## src/sv/lbpc_pkg.sv

```systemverilog
// ----------------------------------------------------------------------------
// lbpc_pkg: shared types and constants for the LED blink pattern classifier
// Item and result structs, pattern codes, register indexes, reset values.
// ----------------------------------------------------------------------------
package lbpc_pkg;

	// Pattern codes
	typedef enum logic [2:0] {
		PAT_UNKNOWN = 3'd0,
		PAT_OFF     = 3'd1,
		PAT_SOLID   = 3'd2,
		PAT_SLOW    = 3'd3,
		PAT_FAST    = 3'd4
	} pattern_e;

	// Configuration register indexes
	typedef enum logic [2:0] {
		CFG_FAST_MIN   = 3'd0,
		CFG_FAST_MAX   = 3'd1,
		CFG_SLOW_MIN   = 3'd2,
		CFG_SLOW_MAX   = 3'd3,
		CFG_SOLID_QUIET = 3'd4,
		CFG_GLITCH     = 3'd5
	} cfg_idx_e;

	localparam int unsigned CFG_IDX_W = 3;
	localparam int unsigned CFG_W     = 16;
	localparam int unsigned TIME_W    = 32;
	localparam int unsigned MS_W      = 16;
	// Thresholds in microseconds: up to (2 * 65535) * 1000 fits in 27 bits
	localparam int unsigned THR_W     = 27;

	localparam logic [THR_W-1:0] US_PER_MS = 27'd1000;

	// Register reset values
	localparam logic [CFG_W-1:0] FAST_MIN_RST    = 16'd80;
	localparam logic [CFG_W-1:0] FAST_MAX_RST    = 16'd450;
	localparam logic [CFG_W-1:0] SLOW_MIN_RST    = 16'd1500;
	localparam logic [CFG_W-1:0] SLOW_MAX_RST    = 16'd3000;
	localparam logic [CFG_W-1:0] SOLID_QUIET_RST = 16'd1500;
	localparam logic [CFG_W-1:0] GLITCH_RST      = 16'd3000;
	localparam logic [CFG_W-1:0] MS_SAT          = 16'hFFFF;

	// floor(x / 1000) = ((x >> 3) * RECIP) >> RECIP_SHIFT, exact for 29-bit x >> 3
	localparam int unsigned          RECIP_W     = 30;
	localparam logic [RECIP_W-1:0]   RECIP       = 30'd549755814;
	localparam int unsigned          RECIP_SHIFT = 36;
	localparam int unsigned          PROD_W      = 59;

	typedef struct packed {
		logic              action;
		logic [TIME_W-1:0] time_us;
		logic              level;
	} item_t;

	typedef struct packed {
		logic            edge_accepted;
		logic [MS_W-1:0] held_ms;
		logic            held_was_on;
		logic            period_valid;
		logic [MS_W-1:0] period_ms;
		logic            period_from_on;
		pattern_e        pattern;
		logic            pattern_changed;
	} result_t;

	// Config thresholds, all in microseconds
	typedef struct packed {
		logic [CFG_W-1:0] min_gap_us;
		logic [THR_W-1:0] fast_lo_us;
		logic [THR_W-1:0] fast_hi_us;
		logic             fast_top;
		logic [THR_W-1:0] slow_lo_us;
		logic [THR_W-1:0] slow_hi_us;
		logic             slow_top;
		logic [THR_W-1:0] quiet_solid_us;
		logic [THR_W-1:0] quiet_blink_us;
	} cfg_thr_t;

	// Stage 2 contents: flags and raw microsecond spans
	typedef struct packed {
		logic              acc;
		logic              held_on;
		logic              pv;
		logic              from_on;
		pattern_e          pattern;
		logic              changed;
		logic [TIME_W-1:0] held_us;
		logic [TIME_W-1:0] per_us;
	} track_t;

endpackage

```

## src/sv/lbpc_cfg_regs.sv

```systemverilog
// ----------------------------------------------------------------------------
// lbpc_cfg_regs: configuration registers
// Holds the six window registers and turns them into microsecond thresholds.
// ----------------------------------------------------------------------------
module lbpc_cfg_regs (
	input  logic                           clk,
	input  logic                           arst_n,
	input  logic                           cfg_wen,
	input  logic [lbpc_pkg::CFG_IDX_W-1:0] cfg_idx,
	input  logic [lbpc_pkg::CFG_W-1:0]     cfg_wdata,
	output lbpc_pkg::cfg_thr_t             thr
);

	logic [lbpc_pkg::CFG_W-1:0] fast_min_q, fast_max_q, slow_min_q, slow_max_q;
	logic [lbpc_pkg::CFG_W-1:0] solid_quiet_q, glitch_q;

	// Decode writes
	always_ff @(posedge clk or negedge arst_n) begin
		if (!arst_n) begin
			fast_min_q    <= lbpc_pkg::FAST_MIN_RST;
			fast_max_q    <= lbpc_pkg::FAST_MAX_RST;
			slow_min_q    <= lbpc_pkg::SLOW_MIN_RST;
			slow_max_q    <= lbpc_pkg::SLOW_MAX_RST;
			solid_quiet_q <= lbpc_pkg::SOLID_QUIET_RST;
			glitch_q      <= lbpc_pkg::GLITCH_RST;
		end else if (cfg_wen) begin
			unique case (lbpc_pkg::cfg_idx_e'(cfg_idx))
				lbpc_pkg::CFG_FAST_MIN:    fast_min_q    <= cfg_wdata;
				lbpc_pkg::CFG_FAST_MAX:    fast_max_q    <= cfg_wdata;
				lbpc_pkg::CFG_SLOW_MIN:    slow_min_q    <= cfg_wdata;
				lbpc_pkg::CFG_SLOW_MAX:    slow_max_q    <= cfg_wdata;
				lbpc_pkg::CFG_SOLID_QUIET: solid_quiet_q <= cfg_wdata;
				lbpc_pkg::CFG_GLITCH:      glitch_q      <= cfg_wdata;
				default: ;
			endcase
		end
	end

	// Scale millisecond limits to microseconds; upper bounds are exclusive (max + 1)
	always_comb begin
		thr.min_gap_us = glitch_q;
		thr.fast_lo_us = lbpc_pkg::THR_W'(fast_min_q) * lbpc_pkg::US_PER_MS;
		thr.fast_hi_us = (lbpc_pkg::THR_W'(fast_max_q) + lbpc_pkg::THR_W'(1))
			* lbpc_pkg::US_PER_MS;
		thr.fast_top   = (fast_max_q == lbpc_pkg::MS_SAT);
		thr.slow_lo_us = lbpc_pkg::THR_W'(slow_min_q) * lbpc_pkg::US_PER_MS;
		thr.slow_hi_us = (lbpc_pkg::THR_W'(slow_max_q) + lbpc_pkg::THR_W'(1))
			* lbpc_pkg::US_PER_MS;
		thr.slow_top   = (slow_max_q == lbpc_pkg::MS_SAT);
		thr.quiet_solid_us = lbpc_pkg::THR_W'(solid_quiet_q) * lbpc_pkg::US_PER_MS;
		thr.quiet_blink_us = (lbpc_pkg::THR_W'(solid_quiet_q)
			+ lbpc_pkg::THR_W'(slow_max_q)) * lbpc_pkg::US_PER_MS;
	end

endmodule

```

## src/sv/lbpc_track.sv

```systemverilog
// ----------------------------------------------------------------------------
// lbpc_track: edge tracking and pattern state
// Applies the glitch filter, updates edge history and pattern, and registers
// the flags and raw spans of each item into stage 2.
// ----------------------------------------------------------------------------
module lbpc_track (
	input  logic               clk,
	input  logic               arst_n,
	input  logic               adv,
	input  lbpc_pkg::item_t    item_s1,
	input  lbpc_pkg::cfg_thr_t thr,
	output lbpc_pkg::track_t   trk_s2
);

	logic [lbpc_pkg::TIME_W-1:0] last_acc_q, prev_edge_q, last_on_q, last_off_q;
	logic                        prev_level_q, on_valid_q, off_valid_q;
	lbpc_pkg::pattern_e          pat_q;

	logic [lbpc_pkg::TIME_W-1:0] since_acc, per_raw, quiet_lim;
	logic                        accept, in_fast, in_slow, blink;
	lbpc_pkg::track_t            trk;

	// Spans and window tests
	always_comb begin
		since_acc = item_s1.time_us - last_acc_q;
		accept    = !item_s1.action && (since_acc >= lbpc_pkg::TIME_W'(thr.min_gap_us));
		per_raw   = item_s1.time_us - (item_s1.level ? last_off_q : last_on_q);
		in_fast   = (per_raw >= lbpc_pkg::TIME_W'(thr.fast_lo_us))
			&& ((per_raw < lbpc_pkg::TIME_W'(thr.fast_hi_us)) || thr.fast_top);
		in_slow   = (per_raw >= lbpc_pkg::TIME_W'(thr.slow_lo_us))
			&& ((per_raw < lbpc_pkg::TIME_W'(thr.slow_hi_us)) || thr.slow_top);
		blink     = (pat_q == lbpc_pkg::PAT_SLOW) || (pat_q == lbpc_pkg::PAT_FAST);
		quiet_lim = blink ? lbpc_pkg::TIME_W'(thr.quiet_blink_us)
			: lbpc_pkg::TIME_W'(thr.quiet_solid_us);
	end

	// Build the result flags and the next pattern
	always_comb begin
		trk         = '0;
		trk.pattern = pat_q;
		if (!item_s1.action) begin
			if (accept) begin
				trk.acc     = 1'b1;
				trk.held_us = item_s1.time_us - prev_edge_q;
				trk.held_on = !prev_level_q;
				trk.from_on = !item_s1.level;
				trk.pv      = item_s1.level ? off_valid_q : on_valid_q;
				if (trk.pv) begin
					trk.per_us = per_raw;
					if (in_fast) begin
						trk.pattern = lbpc_pkg::PAT_FAST;
					end else if (in_slow) begin
						trk.pattern = lbpc_pkg::PAT_SLOW;
					end
				end
			end
		end else if (since_acc >= quiet_lim) begin
			trk.pattern = item_s1.level ? lbpc_pkg::PAT_OFF : lbpc_pkg::PAT_SOLID;
		end
		trk.changed = (trk.pattern != pat_q);
	end

	// Update history on each item that leaves stage 1
	always_ff @(posedge clk or negedge arst_n) begin
		if (!arst_n) begin
			last_acc_q   <= '0;
			prev_edge_q  <= '0;
			prev_level_q <= 1'b1;
			last_on_q    <= '0;
			last_off_q   <= '0;
			on_valid_q   <= 1'b0;
			off_valid_q  <= 1'b0;
			pat_q        <= lbpc_pkg::PAT_UNKNOWN;
		end else if (adv) begin
			pat_q <= trk.pattern;
			if (accept) begin
				last_acc_q   <= item_s1.time_us;
				prev_edge_q  <= item_s1.time_us;
				prev_level_q <= item_s1.level;
				if (item_s1.level) begin
					last_off_q  <= item_s1.time_us;
					off_valid_q <= 1'b1;
				end else begin
					last_on_q  <= item_s1.time_us;
					on_valid_q <= 1'b1;
				end
			end
		end
	end

	// Stage 2 register
	always_ff @(posedge clk) begin
		if (adv) begin
			trk_s2 <= trk;
		end
	end

endmodule

```

## src/sv/lbpc_ms_div.sv

```systemverilog
// ----------------------------------------------------------------------------
// lbpc_ms_div: microsecond to millisecond conversion
// Divides two spans by 1000 with a registered reciprocal multiply, then
// saturates the quotients to 16 bits.
// ----------------------------------------------------------------------------
module lbpc_ms_div (
	input  logic                        clk,
	input  logic                        adv,
	input  logic [lbpc_pkg::TIME_W-1:0] held_us,
	input  logic [lbpc_pkg::TIME_W-1:0] per_us,
	output logic [lbpc_pkg::MS_W-1:0]   held_ms,
	output logic [lbpc_pkg::MS_W-1:0]   per_ms
);

	localparam int unsigned Q_W = lbpc_pkg::PROD_W - lbpc_pkg::RECIP_SHIFT;

	logic [lbpc_pkg::PROD_W-1:0] held_prod_s3, per_prod_s3;
	logic [Q_W-1:0]              held_quo, per_quo;

	// Multiply by the reciprocal of 125 after dropping the factor of 8
	always_ff @(posedge clk) begin
		if (adv) begin
			held_prod_s3 <= lbpc_pkg::PROD_W'(held_us[lbpc_pkg::TIME_W-1:3])
				* lbpc_pkg::PROD_W'(lbpc_pkg::RECIP);
			per_prod_s3  <= lbpc_pkg::PROD_W'(per_us[lbpc_pkg::TIME_W-1:3])
				* lbpc_pkg::PROD_W'(lbpc_pkg::RECIP);
		end
	end

	// Take the quotient and clamp
	always_comb begin
		held_quo = held_prod_s3[lbpc_pkg::PROD_W-1:lbpc_pkg::RECIP_SHIFT];
		per_quo  = per_prod_s3[lbpc_pkg::PROD_W-1:lbpc_pkg::RECIP_SHIFT];
		held_ms  = (|held_quo[Q_W-1:lbpc_pkg::MS_W]) ? lbpc_pkg::MS_SAT
			: held_quo[lbpc_pkg::MS_W-1:0];
		per_ms   = (|per_quo[Q_W-1:lbpc_pkg::MS_W]) ? lbpc_pkg::MS_SAT
			: per_quo[lbpc_pkg::MS_W-1:0];
	end

endmodule

```

## src/sv/led_blink_pattern_classifier.sv

```systemverilog
// ----------------------------------------------------------------------------
// led_blink_pattern_classifier: LED blink pattern classifier
// Four-register pipeline: input, state update, reciprocal multiply, result.
// ----------------------------------------------------------------------------
// Path: an accepted request passes the input, stage 2, stage 3 and result registers.
// Throughput: one request per cycle while result_ready does not stall; the edge
// history and pattern update in stage 1, and the divide by 1000 is a pipelined multiply.
// Reset: arst_n clears pipeline valids, edge history and pattern at once and
// loads the register defaults; no clearing pass.
module led_blink_pattern_classifier (
	input  logic                           clk,
	input  logic                           arst_n,
	input  logic                           item_valid,
	output logic                           item_ready,
	input  lbpc_pkg::item_t                item,
	output logic                           result_valid,
	input  logic                           result_ready,
	output lbpc_pkg::result_t              result,
	input  logic                           cfg_wen,
	input  logic [lbpc_pkg::CFG_IDX_W-1:0] cfg_idx,
	input  logic [lbpc_pkg::CFG_W-1:0]     cfg_wdata
);

	lbpc_pkg::cfg_thr_t thr;
	lbpc_pkg::item_t    item_s1;
	lbpc_pkg::track_t   trk_s2, trk_s3;
	logic               v1_q, v2_q, v3_q;
	logic               rdy_out, rdy3, rdy2, take, adv1, adv2, adv3;
	logic [lbpc_pkg::MS_W-1:0] held_ms, per_ms;

	// Stage handshakes
	always_comb begin
		rdy_out    = !result_valid || result_ready;
		rdy3       = !v3_q || rdy_out;
		rdy2       = !v2_q || rdy3;
		item_ready = !v1_q || rdy2;
		take       = item_valid && item_ready;
		adv1       = v1_q && rdy2;
		adv2       = v2_q && rdy3;
		adv3       = v3_q && rdy_out;
	end

	// Advance stage valids
	always_ff @(posedge clk or negedge arst_n) begin
		if (!arst_n) begin
			v1_q         <= 1'b0;
			v2_q         <= 1'b0;
			v3_q         <= 1'b0;
			result_valid <= 1'b0;
		end else begin
			v1_q         <= take || (v1_q && !adv1);
			v2_q         <= adv1 || (v2_q && !adv2);
			v3_q         <= adv2 || (v3_q && !adv3);
			result_valid <= adv3 || (result_valid && !result_ready);
		end
	end

	// Input register
	always_ff @(posedge clk) begin
		if (take) begin
			item_s1 <= item;
		end
	end

	lbpc_cfg_regs u_cfg (
		.clk       (clk),
		.arst_n    (arst_n),
		.cfg_wen   (cfg_wen),
		.cfg_idx   (cfg_idx),
		.cfg_wdata (cfg_wdata),
		.thr       (thr)
	);

	lbpc_track u_track (
		.clk     (clk),
		.arst_n  (arst_n),
		.adv     (adv1),
		.item_s1 (item_s1),
		.thr     (thr),
		.trk_s2  (trk_s2)
	);

	lbpc_ms_div u_div (
		.clk     (clk),
		.adv     (adv2),
		.held_us (trk_s2.held_us),
		.per_us  (trk_s2.per_us),
		.held_ms (held_ms),
		.per_ms  (per_ms)
	);

	// Carry flags alongside the products
	always_ff @(posedge clk) begin
		if (adv2) begin
			trk_s3 <= trk_s2;
		end
	end

	// Result register
	always_ff @(posedge clk) begin
		if (adv3) begin
			result.edge_accepted   <= trk_s3.acc;
			result.held_ms         <= held_ms;
			result.held_was_on     <= trk_s3.held_on;
			result.period_valid    <= trk_s3.pv;
			result.period_ms       <= per_ms;
			result.period_from_on  <= trk_s3.from_on;
			result.pattern         <= trk_s3.pattern;
			result.pattern_changed <= trk_s3.changed;
		end
	end

	// An accepted request always lands in stage 1
	a_take_fills_s1: assert property (@(posedge clk) disable iff (!arst_n)
		take |=> v1_q)
		else $error("accepted request did not reach stage 1");

	// A period is only reported for an accepted edge
	a_period_needs_edge: assert property (@(posedge clk) disable iff (!arst_n)
		result_valid |-> (!result.period_valid || result.edge_accepted))
		else $error("period reported without accepted edge");

	// Polls and rejected edges carry zero spans
	a_zero_spans: assert property (@(posedge clk) disable iff (!arst_n)
		(result_valid && !result.edge_accepted)
		|-> (result.held_ms == '0 && result.period_ms == '0))
		else $error("nonzero span without accepted edge");

endmodule

```

## config.mk

```make
export PLATFORM = sky130hd
export DESIGN_NAME = led_blink_pattern_classifier
export DESIGN_NICKNAME = d
export VERILOG_FILES = /design/src/sv/lbpc_pkg.sv /design/src/sv/lbpc_cfg_regs.sv /design/src/sv/lbpc_track.sv /design/src/sv/lbpc_ms_div.sv /design/src/sv/led_blink_pattern_classifier.sv
export SDC_FILE = /design/constraint.sdc
export NUM_CORES = 2
export LEC_CHECK = 0
export BUFFER_PORTS_ARGS = -buffer_cell sky130_fd_sc_hd__buf_2
export CAP_MARGIN = 20
export CORE_AREA = 2 2 296 357
export DETAILED_ROUTE_END_ITERATION = 10
export DIE_AREA = 0 0 298 359
export PLACE_DENSITY = 0.81
export SETUP_SLACK_MARGIN = 0.15
export SLEW_MARGIN = 30
export SYNTH_ARGS = -nofsm -noshare
export SYNTH_HDL_FRONTEND = slang
export SYNTH_HIERARCHICAL = 1
export SYNTH_SLANG_ARGS = --single-unit
```

## constraint.sdc

```tcl
create_clock -name clk -period 22.4 [get_ports clk]
set_input_delay 1.12 -clock clk [delete_from_list [all_inputs] [get_ports clk]]
set_output_delay 1.12 -clock clk [all_outputs]
set_load 0.1 [all_outputs]
```

# After elaboration in Yosys (flattened, before gate mapping)
# Cells that the tools add are included.
[word_totals]
regBits = 472
input_bits = 58
out_inout_bits = 42
wordCells = 133
[classes]
n_addsub = 5
mul = 8
magnitude_cmp = 6
eq_ne = 10
mux = 10
bitwise = 3
reduce_logical = 47
[ops]
columns = ["operator", "count"]
rows = [
  ["$mul 29x29->58 const B", 2],
  ["$mul 27x7->24 const B", 3],
  ["$mul 16x7->23 const B", 3],
  ["$ge 32x26->1", 2],
  ["$lt 32x27->1", 2],
  ["$sub 32x32->32", 2],
  ["$add 16x1->17 const B", 2],
  ["$eq 16x16->1 const B", 2],
  ["$ge 32x16->1", 1],
  ["$ge 32x32->1", 1],
  ["$mux 32", 1],
  ["$mux 27", 1],
  ["$add 16x16->17", 1],
  ["$mux 3", 5],
  ["$reduce_and 2->1", 7],
  ["$reduce_or 7->1", 2],
  ["$logic_and 1x1->1", 11],
  ["$logic_not 1->1", 11],
  ["$logic_or 1x1->1", 11],
  ["$eq 3x2->1 const B", 3],
  ["$eq 3x3->1 const B", 3],
  ["$mux 7", 1],
  ["$reduce_and 3->1", 2],
  ["$eq 3x1->1 const B", 1],
  ["other kinds (7)", 9],
]

# Longest topological paths before layout
[depth]
word_depth = 11
depth_mapped = 39
mapped_depth_nobuf = 39

# Hierarchy
# Netlist, hierarchy kept.
[modules_own_cells]
columns = ["mod", "n_inst", "cells_per_inst", "area_per_inst_um2", "seq_area_each_um2"]
rows = [
  ["lbpc_ms_div", 1, 2855, 28242.1, 1381.3],
  ["lbpc_cfg_regs", 1, 2052, 21089.0, 2444.8],
  ["lbpc_track", 1, 1544, 14787.9, 4715.8],
  ["led_blink_pattern_classifier", 1, 98, 2646.3, 2562.5],
]

# Worst setup path after synthesis
# OpenSTA, ideal clock, no wires.
[synth_timing]
kind = "reg-to-reg"
start = "register u_cfg/solid_quiet_q[2] in the netlist's numbering"
end = "register u_track.pat_q[1]"
setup_ns = 0.103
arrival_time_ns = 7.568
required_ns = 22.297
setup_slack_ns = 14.729
stages_incl_launch_ff = 34
path_buffers = 0
period_less_slack_ns = 7.671
path_cell_list = "dfstp_2 > ha_1 > nor2b_1 > o2111ai_1 > nand3_1 > a311o_1 > a21oi_1 > xnor2_1 > inv_1 > fa_1 > fa_1 > fa_1 > inv_1 > fa_1 > ha_1 > nor2b_1 > o21ai_0 > nand2b_1 > a41oi_1 > mux2i_1 > o2111ai_1 > mux2i_1 > ha_1 > nand4_1 > nor2_1 > nand2_1 > nor3_1 > o31a_1 > nor4_1 > a31oi_1 > nor2_1 > and4_1 > o32ai_1 > a211oi_1"
[synth_lines]
columns = ["element", "line", "text"]
rows = [
  ["start, declared", "lbpc_cfg_regs.sv:15", "logic [lbpc_pkg::CFG_W-1:0] solid_quiet_q, glitch_q;"],
  ["start signal, assigned", "lbpc_cfg_regs.sv:24", "solid_quiet_q <= lbpc_pkg::SOLID_QUIET_RST;"],
  ["start signal, assigned", "lbpc_cfg_regs.sv:32", "lbpc_pkg::CFG_SOLID_QUIET: solid_quiet_q <= cfg_wdata;"],
  ["end signal, assigned", "lbpc_track.sv:73", "pat_q <= lbpc_pkg::PAT_UNKNOWN;"],
  ["end signal, assigned", "lbpc_track.sv:75", "pat_q <= trk.pattern;"],
  ["end, declared", "lbpc_track.sv:17", "lbpc_pkg::pattern_e pat_q;"],
]

==> summary.txt <==
=====================================================================================
Outcome                                                                  finished clean
Minimum clock period after layout                                            8.909 ns
Count of vias placed by the detailed router                                     47060
CP peak stage delay                                                           0.55 ns
Number of nets with antenna violations after detailed routing                       0
Relative slew margins                                                          28.23%
Deepest level of the CTS H-tree                                                     2
CORE AREA                                                                  103800 um2
Initial Util                                                                   64.13%
Count of routing violations after the opening detailed-route iteration           3029
Number of I/O port buffers                                                         99
Startpoint type of the worst setup path                                          flop
P&R area growth vs syn                                                         5.469%
Final Hold Vio Count                                                                0
Cell at the slowest stage of the critical path                                   fa_1
Number of buffers inserted by post-CTS setup repair                                 0
PostCTS Resize Cnt                                                                  0
Number of pins exceeding their max-slew limit in the final report                   0
CTS tree                                                                          yes
Setup repair after global routing missed its margin                             false
Width of the die                                                               298 um
Cell area after synthesis                                                   66550 um2
CP Capture Type                                                                  flop
Worst slew pin tran                                                          1.069 ns
Synthesis Warnings                                                                  6
Root buffer cell                                                            clkbuf_16
Filler Cells Inserted                                                            7773
Clock transition at path regs                                                 0.07 ns
Max capacitance violation total                                                     0
Vertical die dimension                                                         359 um
Number of rows in the core area                                                   130
Sink count of the clock tree                                                      396
Final worst clock skew                                                     0.07090 ns
DP HPWL                                                                     131600 um
Summed negative setup slack over all endpoints                                   0 ns
Post-synthesis cell count                                                        6537
Period utilisation layout                                                      39.77%
Fraction of final layout cells with drive strength greater than 1              7.461%
Number of global-route vias before repair                                       49820
Worst hold-check path type                                                    reg2reg
Post-route DRC violation count                                                      0
Highest net fanout along the worst path                                             9
GRT overflow                                                                        0
RePlAce Congestion                                                             0.9494
Clock latency of the later-clocked register in the worst-skew pair            0.66 ns
Average cell area after synthesis                                           10.18 um2
Required arrival time at the worst endpoint                                  22.74 ns
Io pins                                                                           100
DIE AREA                                                                   107000 um2
Wire length reported by the detailed router                                 160200 um
First-pass iteration count of the detailed router                                   6
Number of buffers added by the clock tree synthesis step                           46
Maximum number of pins on one net before global-route repair                       78
Average detailed-routed wire length per instance                             19.87 um
Critical path class                                                           reg2reg
Maximum count of clock buffers along a single path                                  3
First-pass GRT wire length                                                  257400 um
Worst EP arrival                                                              9.25 ns
Initial antenna violation count                                                     2
Layout Nets                                                                      8829
Setup-failing EPs final                                                             0
Detailed-route vias per instance                                                5.837
Top achievable clock speed                                                  112.2 MHz
Overall Global Routing Usage                                                   30.22%
Hold_buf cts                                                                        0
=====================================================================================
==> per-layer routing <==
layer	routed length, um	GRT usage (%)	vias up
met3	8580	3.402	371
met1	65410	38.73	23450
li1	-	-	21780
met2	78730	52.28	1463
met5	0	0	-
met4	7442	12.15	0
==> placed cells by master (no fill, tap or decap), types with 44 or more instances in the layout <==
cell type / count
nand3_1: 74
edfxtp_1: 194
fa_1: 859
nor3_1: 49
clkbuf_16: 46
o21ai_0: 198
and3_1: 44
nor2_1: 164
xor2_1: 96
nor2b_1: 49
and2_1: 64
inv_1: 1539
o21a_1: 50
nand2_1: 219
mux2i_1: 68
xnor2_1: 150
nand4_1: 49
ha_1: 1274
dfrtp_1: 167
buf_2: 98
a21oi_1: 273
mux2_2: 99
a21o_1: 130
==> per-stage QoR <==
| stage | area [um2] | setup slack, ns | utilization (%) | instances | hold slack [ns] |
|---|---|---|---|---|---|
| global route | 70190 | 12.83 | 67.64 | 8061 | 0.3886 |
| finish | 70190 | 13.49 | 67.64 | 8062 | 0.3938 |
| detailed placement | 68580 | 13.63 | 66.09 | 7975 | 0.4080 |
| floorplan | 66630 | 14.74 | - | 6557 | 0.4003 |
| global placement | 68550 | 13.78 | 66.06 | 7974 | 0.4019 |
| CTS | 70140 | 13.58 | 67.59 | 8060 | 0.3779 |
==> state kept, by name, indices dropped and copies added (netlist names), 23 cells and up <==
register	cells
u_track/trk_s2	66
result	40
item_s1	34
u_track/last_off_q	32
u_track/last_on_q	32
u_track/prev_edge_q	32
u_div/held_prod_s3	23
u_div/per_prod_s3	23
==> worst max-delay path: cells and delay by family (launching register included) <==
family	cells	cell delay, ns
DFF	1	0.52
xor gates and xnor gates	1	0.53
and+or+nand+nor	11	1.82
adders and majority gates	8	3.09
AOI/OAI and AO/OA	11	2.04
buffers and inverters	3	0.18
muxes	2	0.42
==> final timing paths <==
kind | startpoint | endpoint | slack (ns) | cells past startpoint
worst max-delay path | u_cfg/slow_max_q[0]$_DFFE_PN0P_ | u_track/trk_s2[64]$_DFFE_PP_ | 13.49 | 36
worst min-delay path | u_track/trk_s2[70]$_SDFFCE_PP0P_ | trk_s3[70]$_DFFE_PP_ | 0.39 | 0
worst max register to register | u_cfg/slow_max_q[0]$_DFFE_PN0P_ | u_track/trk_s2[64]$_DFFE_PP_ | 13.49 | 36
worst min register to register | u_track/trk_s2[70]$_SDFFCE_PP0P_ | trk_s3[70]$_DFFE_PP_ | 0.39 | 0
max in group asynchronous | arst_n | u_track/last_on_q[28]$_DFFE_PN0P_ | 20.18 | 3
min in group asynchronous | arst_n | u_cfg/fast_min_q[11]$_DFFE_PN0P_ | 0.41 | 1
==> cell type report <==
cell class | count | area, um2 | share of cell area, %
antenna | 1 | 2.502 | 0.003565
clock buffer | 62 | 1281 | 1.825
clock inverter | 23 | 275.3 | 0.3922
inverter | 1543 | 5792 | 8.251
multi-input combinational | 4526 | 49450 | 70.46
sequential | 396 | 10920 | 15.56
tap | 1386 | 1734 | 2.471
timing repair buffer | 125 | 726.9 | 1.036
Power is left out: the tool's default activity adds up to more than one toggle a clock period on the data nets, which glitch-free logic cannot reach.
